--- config.mk ---
export PLATFORM = sky130hd
export DESIGN_NAME = gcode_line_parser_unit
export DESIGN_NICKNAME = d
export VERILOG_FILES = /design/src/rtl/gclp_pkg.sv /design/src/rtl/gcode_line_parser_unit.sv /design/src/rtl/gclp_out_buf.sv
export SDC_FILE = /design/constraint.sdc
export NUM_CORES = 1
export LEC_CHECK = 0
export BUFFER_PORTS_ARGS = -buffer_cell sky130_fd_sc_hd__buf_2
export CAP_MARGIN = 5
export CORE_UTILIZATION = 45
export DETAILED_ROUTE_END_ITERATION = 6
export GPL_TIMING_DRIVEN = 1
export PLACE_DENSITY = 0.62
export SYNTH_ARGS = -nofsm -noshare
export SYNTH_HDL_FRONTEND = slang
export SYNTH_HIERARCHICAL = 1
export SYNTH_SLANG_ARGS = --single-unit
export TNS_END_PERCENT = 100
--- constraint.sdc ---
create_clock -name i_clk -period 3.2 [get_ports i_clk]
set_input_delay 0.16 -clock i_clk [delete_from_list [all_inputs] [get_ports i_clk]]
set_output_delay 0.16 -clock i_clk [all_outputs]
set_load 0.05 [all_outputs]
--- src/rtl/gclp_pkg.sv ---
// gclp_pkg: constants, state encoding and helper functions for the g-code line parser
// used by gclp_out_buf and gcode_line_parser_unit; no dependencies
`timescale 1ns / 1ps

package gclp_pkg;

    localparam int FRAC_DIGITS = 3;
    localparam int VALUE_BITS  = 32;
    localparam int CODE_W      = 5;
    localparam int FIELD_W     = 4;
    localparam int FRAC_W      = (FRAC_DIGITS < 2) ? 1 : $clog2(FRAC_DIGITS + 1);
    localparam int WIDE_W      = VALUE_BITS + 4;

    // magnitude limit 2^(VALUE_BITS-1), also the accumulator ceiling
    localparam logic [VALUE_BITS-1:0] VAL_LIMIT = {1'b1, {(VALUE_BITS - 1){1'b0}}};

    // characters
    localparam logic [7:0] CH_NUL   = 8'h00;
    localparam logic [7:0] CH_TAB   = 8'h09;
    localparam logic [7:0] CH_LF    = 8'h0A;
    localparam logic [7:0] CH_VT    = 8'h0B;
    localparam logic [7:0] CH_FF    = 8'h0C;
    localparam logic [7:0] CH_CR    = 8'h0D;
    localparam logic [7:0] CH_SPACE = 8'h20;
    localparam logic [7:0] CH_PLUS  = 8'h2B;
    localparam logic [7:0] CH_MINUS = 8'h2D;
    localparam logic [7:0] CH_POINT = 8'h2E;
    localparam logic [7:0] CH_ZERO  = 8'h30;
    localparam logic [7:0] CH_NINE  = 8'h39;
    localparam logic [7:0] CH_SEMI  = 8'h3B;

    // word letters, indexed by field
    localparam logic [FIELD_W-1:0] F_N = 4'd0;
    localparam logic [FIELD_W-1:0] F_G = 4'd1;
    localparam logic [FIELD_W-1:0] F_M = 4'd2;
    localparam logic [FIELD_W-1:0] F_X = 4'd3;
    localparam logic [FIELD_W-1:0] F_F = 4'd7;
    localparam int NUM_FIELDS = 10;
    localparam logic [7:0] WORD_LETTERS [NUM_FIELDS] = '{
        8'h4E, 8'h47, 8'h4D, 8'h58, 8'h59, 8'h5A, 8'h45, 8'h46, 8'h50, 8'h53
    };

    // command codes
    localparam logic [CODE_W-1:0] CK_UNKNOWN = 5'd0;
    localparam logic [CODE_W-1:0] CK_G_BASE  = 5'd1;
    localparam logic [CODE_W-1:0] CK_M_BASE  = 5'd7;
    localparam int G_COUNT = 6;
    localparam int M_COUNT = 15;
    localparam logic [15:0] G_TAB [G_COUNT] = '{16'd0, 16'd1, 16'd28, 16'd92, 16'd161, 16'd162};
    localparam logic [15:0] M_TAB [M_COUNT] = '{
        16'd0, 16'd12, 16'd13, 16'd14, 16'd15, 16'd16, 16'd105, 16'd110, 16'd208,
        16'd500, 16'd501, 16'd502, 16'd503, 16'd556, 16'd710
    };

    typedef enum logic [2:0] {
        ST_TOKEN   = 3'b001,
        ST_COMMENT = 3'b010,
        ST_NUM     = 3'b100
    } t_mode;

    function automatic logic is_blank(input logic [7:0] c);
        return (c == CH_SPACE) || (c == CH_TAB) || (c == CH_LF) || (c == CH_VT) || (c == CH_FF);
    endfunction

    // m*10 + d, clipped at the magnitude limit
    function automatic logic [VALUE_BITS-1:0] sat_mul10_add(input logic [VALUE_BITS-1:0] m,
                                                          input logic [3:0] d);
        logic [WIDE_W-1:0] w;
        w = ({4'b0, m} << 3) + ({4'b0, m} << 1) + WIDE_W'(d);
        if (w > WIDE_W'(VAL_LIMIT)) begin
            return VAL_LIMIT;
        end
        return w[VALUE_BITS-1:0];
    endfunction

    function automatic logic [CODE_W-1:0] map_code(input logic is_g, input logic neg,
                                                   input logic [VALUE_BITS-1:0] mag);
        logic [CODE_W-1:0] code;
        code = CK_UNKNOWN;
        if (!(neg && (mag != '0))) begin
            if (is_g) begin
                for (int i = 0; i < G_COUNT; i++) begin
                    if (mag == VALUE_BITS'(G_TAB[i])) begin
                        code = CK_G_BASE + CODE_W'(i);
                    end
                end
            end else begin
                for (int i = 0; i < M_COUNT; i++) begin
                    if (mag == VALUE_BITS'(M_TAB[i])) begin
                        code = CK_M_BASE + CODE_W'(i);
                    end
                end
            end
        end
        return code;
    endfunction

endpackage

--- src/rtl/gcode_line_parser_unit.sv ---
// gcode_line_parser_unit: top level of the character-serial g-code line parser
// depends on gclp_pkg and gclp_out_buf
`timescale 1ns / 1ps

// Takes one ASCII character per item and returns one code_kind item at every
// carriage return or NUL, naming the G or M command of the line just ended
// (0 when there is none or it is not in the supported list). Every item is
// handled by the character decode and the saturating multiply-by-ten
// accumulator between the parser state registers, so a new character can
// enter on every clock unless the input is stalled. Results pass through an
// output register backed by one skid entry; the input stalls only while that
// skid entry is occupied, so with the output side never stalling the rate is
// one item per cycle and a result shows in the cycle after its line end.
module gcode_line_parser_unit (
    input  logic                        i_clk,
    input  logic                        i_rst_n,
    input  logic                        i_in_valid,
    output logic                        o_in_stall,
    input  logic [7:0]                  i_in_ch,
    output logic                        o_out_valid,
    input  logic                        i_out_stall,
    output logic [gclp_pkg::CODE_W-1:0] o_out_code_kind
);
    import gclp_pkg::*;

    t_mode                 r_mode,         n_mode;
    logic [FIELD_W-1:0]    r_field,        n_field;
    logic                  r_negative,     n_negative;
    logic                  r_started,      n_started;
    logic                  r_point_seen,   n_point_seen;
    logic                  r_sign_taken,   n_sign_taken;
    logic [FRAC_W-1:0]     r_frac_count,   n_frac_count;
    logic [VALUE_BITS-1:0] r_accum,        n_accum;
    logic [CODE_W-1:0]     r_rec_code,     n_rec_code;

    logic                  buf_full;
    logic                  accept;
    logic                  res_valid;
    logic [CODE_W-1:0]     res_code;
    logic                  pass_on;
    logic                  is_digit;
    logic                  is_coord;
    logic                  is_end;
    logic [3:0]            digit;
    logic [VALUE_BITS-1:0] acc_next;

    assign o_in_stall = buf_full;
    assign accept     = i_in_valid && !buf_full;
    assign is_digit   = (i_in_ch >= CH_ZERO) && (i_in_ch <= CH_NINE);
    assign digit      = i_in_ch[3:0];
    assign is_coord   = (r_field >= F_X) && (r_field <= F_F);
    assign is_end     = (i_in_ch == CH_CR) || (i_in_ch == CH_NUL);
    assign acc_next   = sat_mul10_add(r_accum, digit);

    always_comb begin
        n_mode       = r_mode;
        n_field      = r_field;
        n_negative   = r_negative;
        n_started    = r_started;
        n_point_seen = r_point_seen;
        n_sign_taken = r_sign_taken;
        n_frac_count = r_frac_count;
        n_accum      = r_accum;
        n_rec_code   = r_rec_code;
        res_valid    = 1'b0;
        res_code     = r_rec_code;
        pass_on      = 1'b1;

        if (accept) begin
            if (r_mode == ST_NUM) begin
                pass_on = 1'b0;
                if (is_digit) begin
                    if (!r_point_seen) begin
                        n_accum = acc_next;
                    end else if (r_frac_count < FRAC_W'(FRAC_DIGITS)) begin
                        n_accum      = acc_next;
                        n_frac_count = r_frac_count + 1'b1;
                    end
                    n_started    = 1'b1;
                    n_sign_taken = 1'b1;
                end else if (is_coord && (i_in_ch == CH_POINT) && !r_point_seen) begin
                    n_point_seen = 1'b1;
                    n_sign_taken = 1'b1;
                end else if (!r_sign_taken && is_blank(i_in_ch)) begin
                    // leading blank, dropped
                end else if (!r_sign_taken && ((i_in_ch == CH_PLUS) || (i_in_ch == CH_MINUS))) begin
                    n_sign_taken = 1'b1;
                    n_negative   = (i_in_ch == CH_MINUS);
                end else begin
                    // number ends here; the character is scanned as a token
                    if ((r_field == F_G) || (r_field == F_M)) begin
                        n_rec_code = map_code(r_field == F_G, r_negative, r_accum);
                    end
                    n_mode  = ST_TOKEN;
                    pass_on = 1'b1;
                end
            end

            if (pass_on) begin
                if (is_end) begin
                    res_valid  = 1'b1;
                    res_code   = n_rec_code;
                    n_rec_code = CK_UNKNOWN;
                    n_mode     = ST_TOKEN;
                end else if (r_mode == ST_COMMENT) begin
                    // rest of the line is comment
                end else if (i_in_ch == CH_SEMI) begin
                    n_mode = ST_COMMENT;
                end else begin
                    for (int i = 0; i < NUM_FIELDS; i++) begin
                        if (i_in_ch == WORD_LETTERS[i]) begin
                            n_mode       = ST_NUM;
                            n_field      = FIELD_W'(i);
                            n_negative   = 1'b0;
                            n_started    = 1'b0;
                            n_point_seen = 1'b0;
                            n_sign_taken = 1'b0;
                            n_frac_count = '0;
                            n_accum      = '0;
                        end
                    end
                end
            end
        end
    end

    always_ff @(posedge i_clk) begin
        if (!i_rst_n) begin
            r_mode       <= ST_TOKEN;
            r_field      <= F_N;
            r_negative   <= 1'b0;
            r_started    <= 1'b0;
            r_point_seen <= 1'b0;
            r_sign_taken <= 1'b0;
            r_frac_count <= '0;
            r_accum      <= '0;
            r_rec_code   <= CK_UNKNOWN;
        end else begin
            r_mode       <= n_mode;
            r_field      <= n_field;
            r_negative   <= n_negative;
            r_started    <= n_started;
            r_point_seen <= n_point_seen;
            r_sign_taken <= n_sign_taken;
            r_frac_count <= n_frac_count;
            r_accum      <= n_accum;
            r_rec_code   <= n_rec_code;
        end
    end

    gclp_out_buf u_out_buf (
        .i_clk       (i_clk),
        .i_rst_n     (i_rst_n),
        .i_res_valid (res_valid),
        .i_res_code  (res_code),
        .o_full      (buf_full),
        .o_out_valid (o_out_valid),
        .i_out_stall (i_out_stall),
        .o_out_code  (o_out_code_kind)
    );

endmodule

--- src/rtl/gclp_out_buf.sv ---
// gclp_out_buf: output register with one skid entry for the parser results
// depends on gclp_pkg
`timescale 1ns / 1ps

module gclp_out_buf (
    input  logic                        i_clk,
    input  logic                        i_rst_n,
    input  logic                        i_res_valid,
    input  logic [gclp_pkg::CODE_W-1:0] i_res_code,
    output logic                        o_full,
    output logic                        o_out_valid,
    input  logic                        i_out_stall,
    output logic [gclp_pkg::CODE_W-1:0] o_out_code
);
    import gclp_pkg::*;

    logic              r_out_valid;
    logic [CODE_W-1:0] r_out_code;
    logic              r_skid_valid;
    logic [CODE_W-1:0] r_skid_code;
    logic              out_fire;

    assign out_fire    = r_out_valid && !i_out_stall;
    assign o_full      = r_skid_valid;
    assign o_out_valid = r_out_valid;
    assign o_out_code  = r_out_code;

    always_ff @(posedge i_clk) begin
        if (!i_rst_n) begin
            r_out_valid  <= 1'b0;
            r_skid_valid <= 1'b0;
        end else if (r_skid_valid) begin
            // no item enters while the skid entry is held
            if (out_fire) begin
                r_out_code   <= r_skid_code;
                r_skid_valid <= 1'b0;
            end
        end else if (i_res_valid) begin
            if (!r_out_valid || out_fire) begin
                r_out_valid <= 1'b1;
                r_out_code  <= i_res_code;
            end else begin
                r_skid_valid <= 1'b1;
                r_skid_code  <= i_res_code;
            end
        end else if (out_fire) begin
            r_out_valid <= 1'b0;
        end
    end

endmodule

==> metrics.md <==
| Metric | Value |
|---|---|
| Status | complete, but fails checks |
| Failing checks | negative setup slack |
| Via count | 5583 |
| Synthesis-to-finish area growth | 23.6% |
| Total Nets Final | 847 |
| First-pass GRT wire length | 26000 um |
| DR DRC count | 0 |
| Share of cells above drive strength 1 | 24.8% |
| CP Capture Type | register |
| Final instance area | 0.00692 mm^2 |
| Final WS setup | -175 ps |
| Final Skew | 6.42 ps |
| Maximum vdd drop | 0.000238 V |
| Pre-antenna DRT Iters | 5 |
| Primary FF master, synth | dfxtp_1 |
| Final wirelength | 15500 um |
| Setup TNS | -4270 ps |
| Worst Path Arrival | 3640 ps |
| Final Slew Violations | 0 |
| Asr flop ratio synth | 0% |
| Mapped Area | 0.00559 mm^2 |
| Total power | ~0.0019 W |
| EDFF count, synth | 10 |
| Syn_area_per_cell | 8.25 um^2 |
| Sequential-to-total area share from yosys stat | 23.6% |
| Hold Crit Class | input port to register |
| Routed vias/inst | 5.92 |
| Critical Path Start Type | register |
| Die footprint | 0.0129 mm^2 |
| Hold WS | 152 ps |
| Total clock buffers created by CTS | 9 |
| Crit Path Max Fanout | 23 |
| Syn Nets | 755 |
| Worst path required time | 3470 ps |
| F_max | 0.296 GHz |
| Iter 0 DRT Violations | 407 |
| Share of the synthesized area in the top cell type | 18.3% |
| RSZ-0062 raised after global routing | true |
| H-tree depth | 3 |
| Dominant cell type by area after synthesis | dfxtp_1 |
| Total GRT Usage | 25.0% |
| Post-route insts no fill | approximately 940 |
| Port Buffers | 18 |
| #FFs+latches synth | 61 |
| Post-CTS Hold Fix Bufs | 0 |
| Vias in the first global route | 5417 |
| Hold Vio Cnt, Final | 0 |
| Crit Path Category | register to register |
| Antenna viol nets, final | 0 |
| Largest net degree at the start of global routing | 24 |
| I/O pin count | 19 |
| Antenna diodes | 0 |
| Final setup fails | 31 |
| Max-cap violation count | 0 |
| Worst skew pair latency | 340 ps |
| Post-Place Cells | ~910 |
| Core Area | roughly 0.012 mm^2 |
| Antenna violations before repair | 0 |
| RD Place Congestion | 0.932 |
| Pwr/cell area | 276 mW/mm^2 |
| Row cnt | 40 |
| # clock sinks | 61 |
| Relative slew slack | 39.1% |
| Yosys warnings | 6 |
| Synth top area cells | dfxtp_1 18%, ha_1 14%, edfxtp_1 5.4%, nand2_1 4.7%, a21oi_1 4.1% |
| TritonCTS clock tree | built |
| Initial core utilization | around 46% |
| Average wire per standard cell | 16.5 um |
| Die Height | 113 um |
| Synthesized instance count | 678 |
| Leak Pwr | 3.03 nW |
| Clock Path Buffers | 2 |
| Remaining Overflow, GRT | 0 |
| DP Area | 0.00636 mm^2 |
| Fin crit share | 105% |
| Minimum clock period | between 3000 and 4000 ps |
| Post-detail-place hpwl | 11900 um |
| Yosys cell types | 82 |
| Root Driver | clkbuf_16 |
| Die width | 113 um |
| Clock transition time at the flip-flop clock pins of the worst setup and hold paths | roughly 60 ps |
| Slew at the pin closest to its max-slew limit | 914 ps |
==> path summary, 6_finish.rpt <==
path	startpoint	to	slack, ps	cells past startpoint
max	r_accum[0]	r_accum[0]	-170	13
min	i_out_stall	u_out_buf/o_full	150	3
max reg2reg	r_accum[0]	r_accum[0]	-170	13
min reg2reg	r_rec_code[3]	r_rec_code[3]	480	2
==> cell usage after synthesis (all sizes together), types with 8 or more instances <==
master  count
inv        19
a211oi     10
nor2       45
o21a        9
buf        10
nand3      23
clkbuf     19
a21oi      48
a21boi      8
a32o       20
o21ai      49
xor2       11
nor4       12
nor3       24
ha         63
dfxtp      51
xnor2      18
a31oi       8
o31ai       8
edfxtp     10
nand2b      9
nand4      13
nand2      70
nor2b      14
a21o       12
==> per-layer routing <==
layer / vias up / routed length, um / GRT usage (%)
met3: 33 / 420 / 3.08
met1: 2677 / 6990 / 30.6
met5: - / 0 / 0
met2: 114 / 7790 / 45.1
li1: 2759 / - / -
met4: 0 / 334 / 8.25
==> flip-flops by register name (all words and copies together), names as in the netlist, 2 cells and up <==
| signal | cells |
|---|---|
| u_out_buf/r_skid_code | 5 |
| u_out_buf/o_out_code | 5 |
| r_field | 4 |
| r_mode | 3 |
| r_frac_count | 2 |
| r_accum | 32 |
| r_rec_code | 5 |
==> power breakdown <==
part	leakage [nW]	internal [W]	switching [W]
Clock	0.153	0.000677	0.000367
Sequential	0.507	0.000778	0.00000141
Combinational	2.37	0.0000301	0.0000537
Total	3.03	0.00148	0.000423
==> critical path, stage by stage, from the launching register on <==
cell       delay [ps]
dfxtp_4           360
inv_4              30
fa_1              550
inv_1              60
ha_1              290
a211oi_2           80
o21ai_2           160
a21oi_2            90
a2111o_1          470
a21oi_2           240
o211ai_1          200
a2111oi_4         380
buf_12            220
a32o_1            180
==> cells in the final DEF (no fill, tap or decap), drive strengths merged, types with 6 or more instances in the layout <==
master    n
nand2    70
edfxtp   10
or3       6
nor2b    14
o31ai     8
o21a      9
mux2      7
a21o     12
a21oi    48
o21ai    49
ha       63
dfxtp    51
nor4     12
nand4    13
and3      6
nand2b    9
a31oi     8
buf     112
nor2     45
xnor2    18
a21boi    8
xor2     11
nand3    23
a32o     20
nor3     24
clkbuf    9
a211oi   10
o211ai    7
inv      19
==> area by class of cell <==
class	instances	area, um^2
repair buffers	112	812
flip-flops and latches	61	1330
well taps	168	210
inverters	19	73.8
multi-input cells	567	4180
fillers	1108	5140
clock buffers	9	225
clock inverters	7	90.1
==> through the flow <==
stage / util [%] / setup WS, ps
after floorplan: - / -101
after global placement: 52.7 / -118
after detailed placement: 52.7 / -226
after CTS: 56.4 / -165
after global routing: 57.3 / -310
final: 57.3 / -175
==> cell families (layout without fill, tap and decap cells) <==
family          count (synthesis)  in the layout  synth area share [%]
xor+xnor                       29             29                  4.54
simple gates                  249            249                  23.2
mux                             8              8                  1.59
fa+ha+maj                      65             65                  14.8
compound gates                216            216                  27.8
flops                          61             61                  23.6
buf+inv                        50            147                  4.50
==> timing repair <==
action                     4_1_cts  5_1_grt
setup buffers                    9        5
pin swaps                       11        5
resized for setup               15       21
setup endpoints to repair       34       42
(Power assumes the default switching activity.)
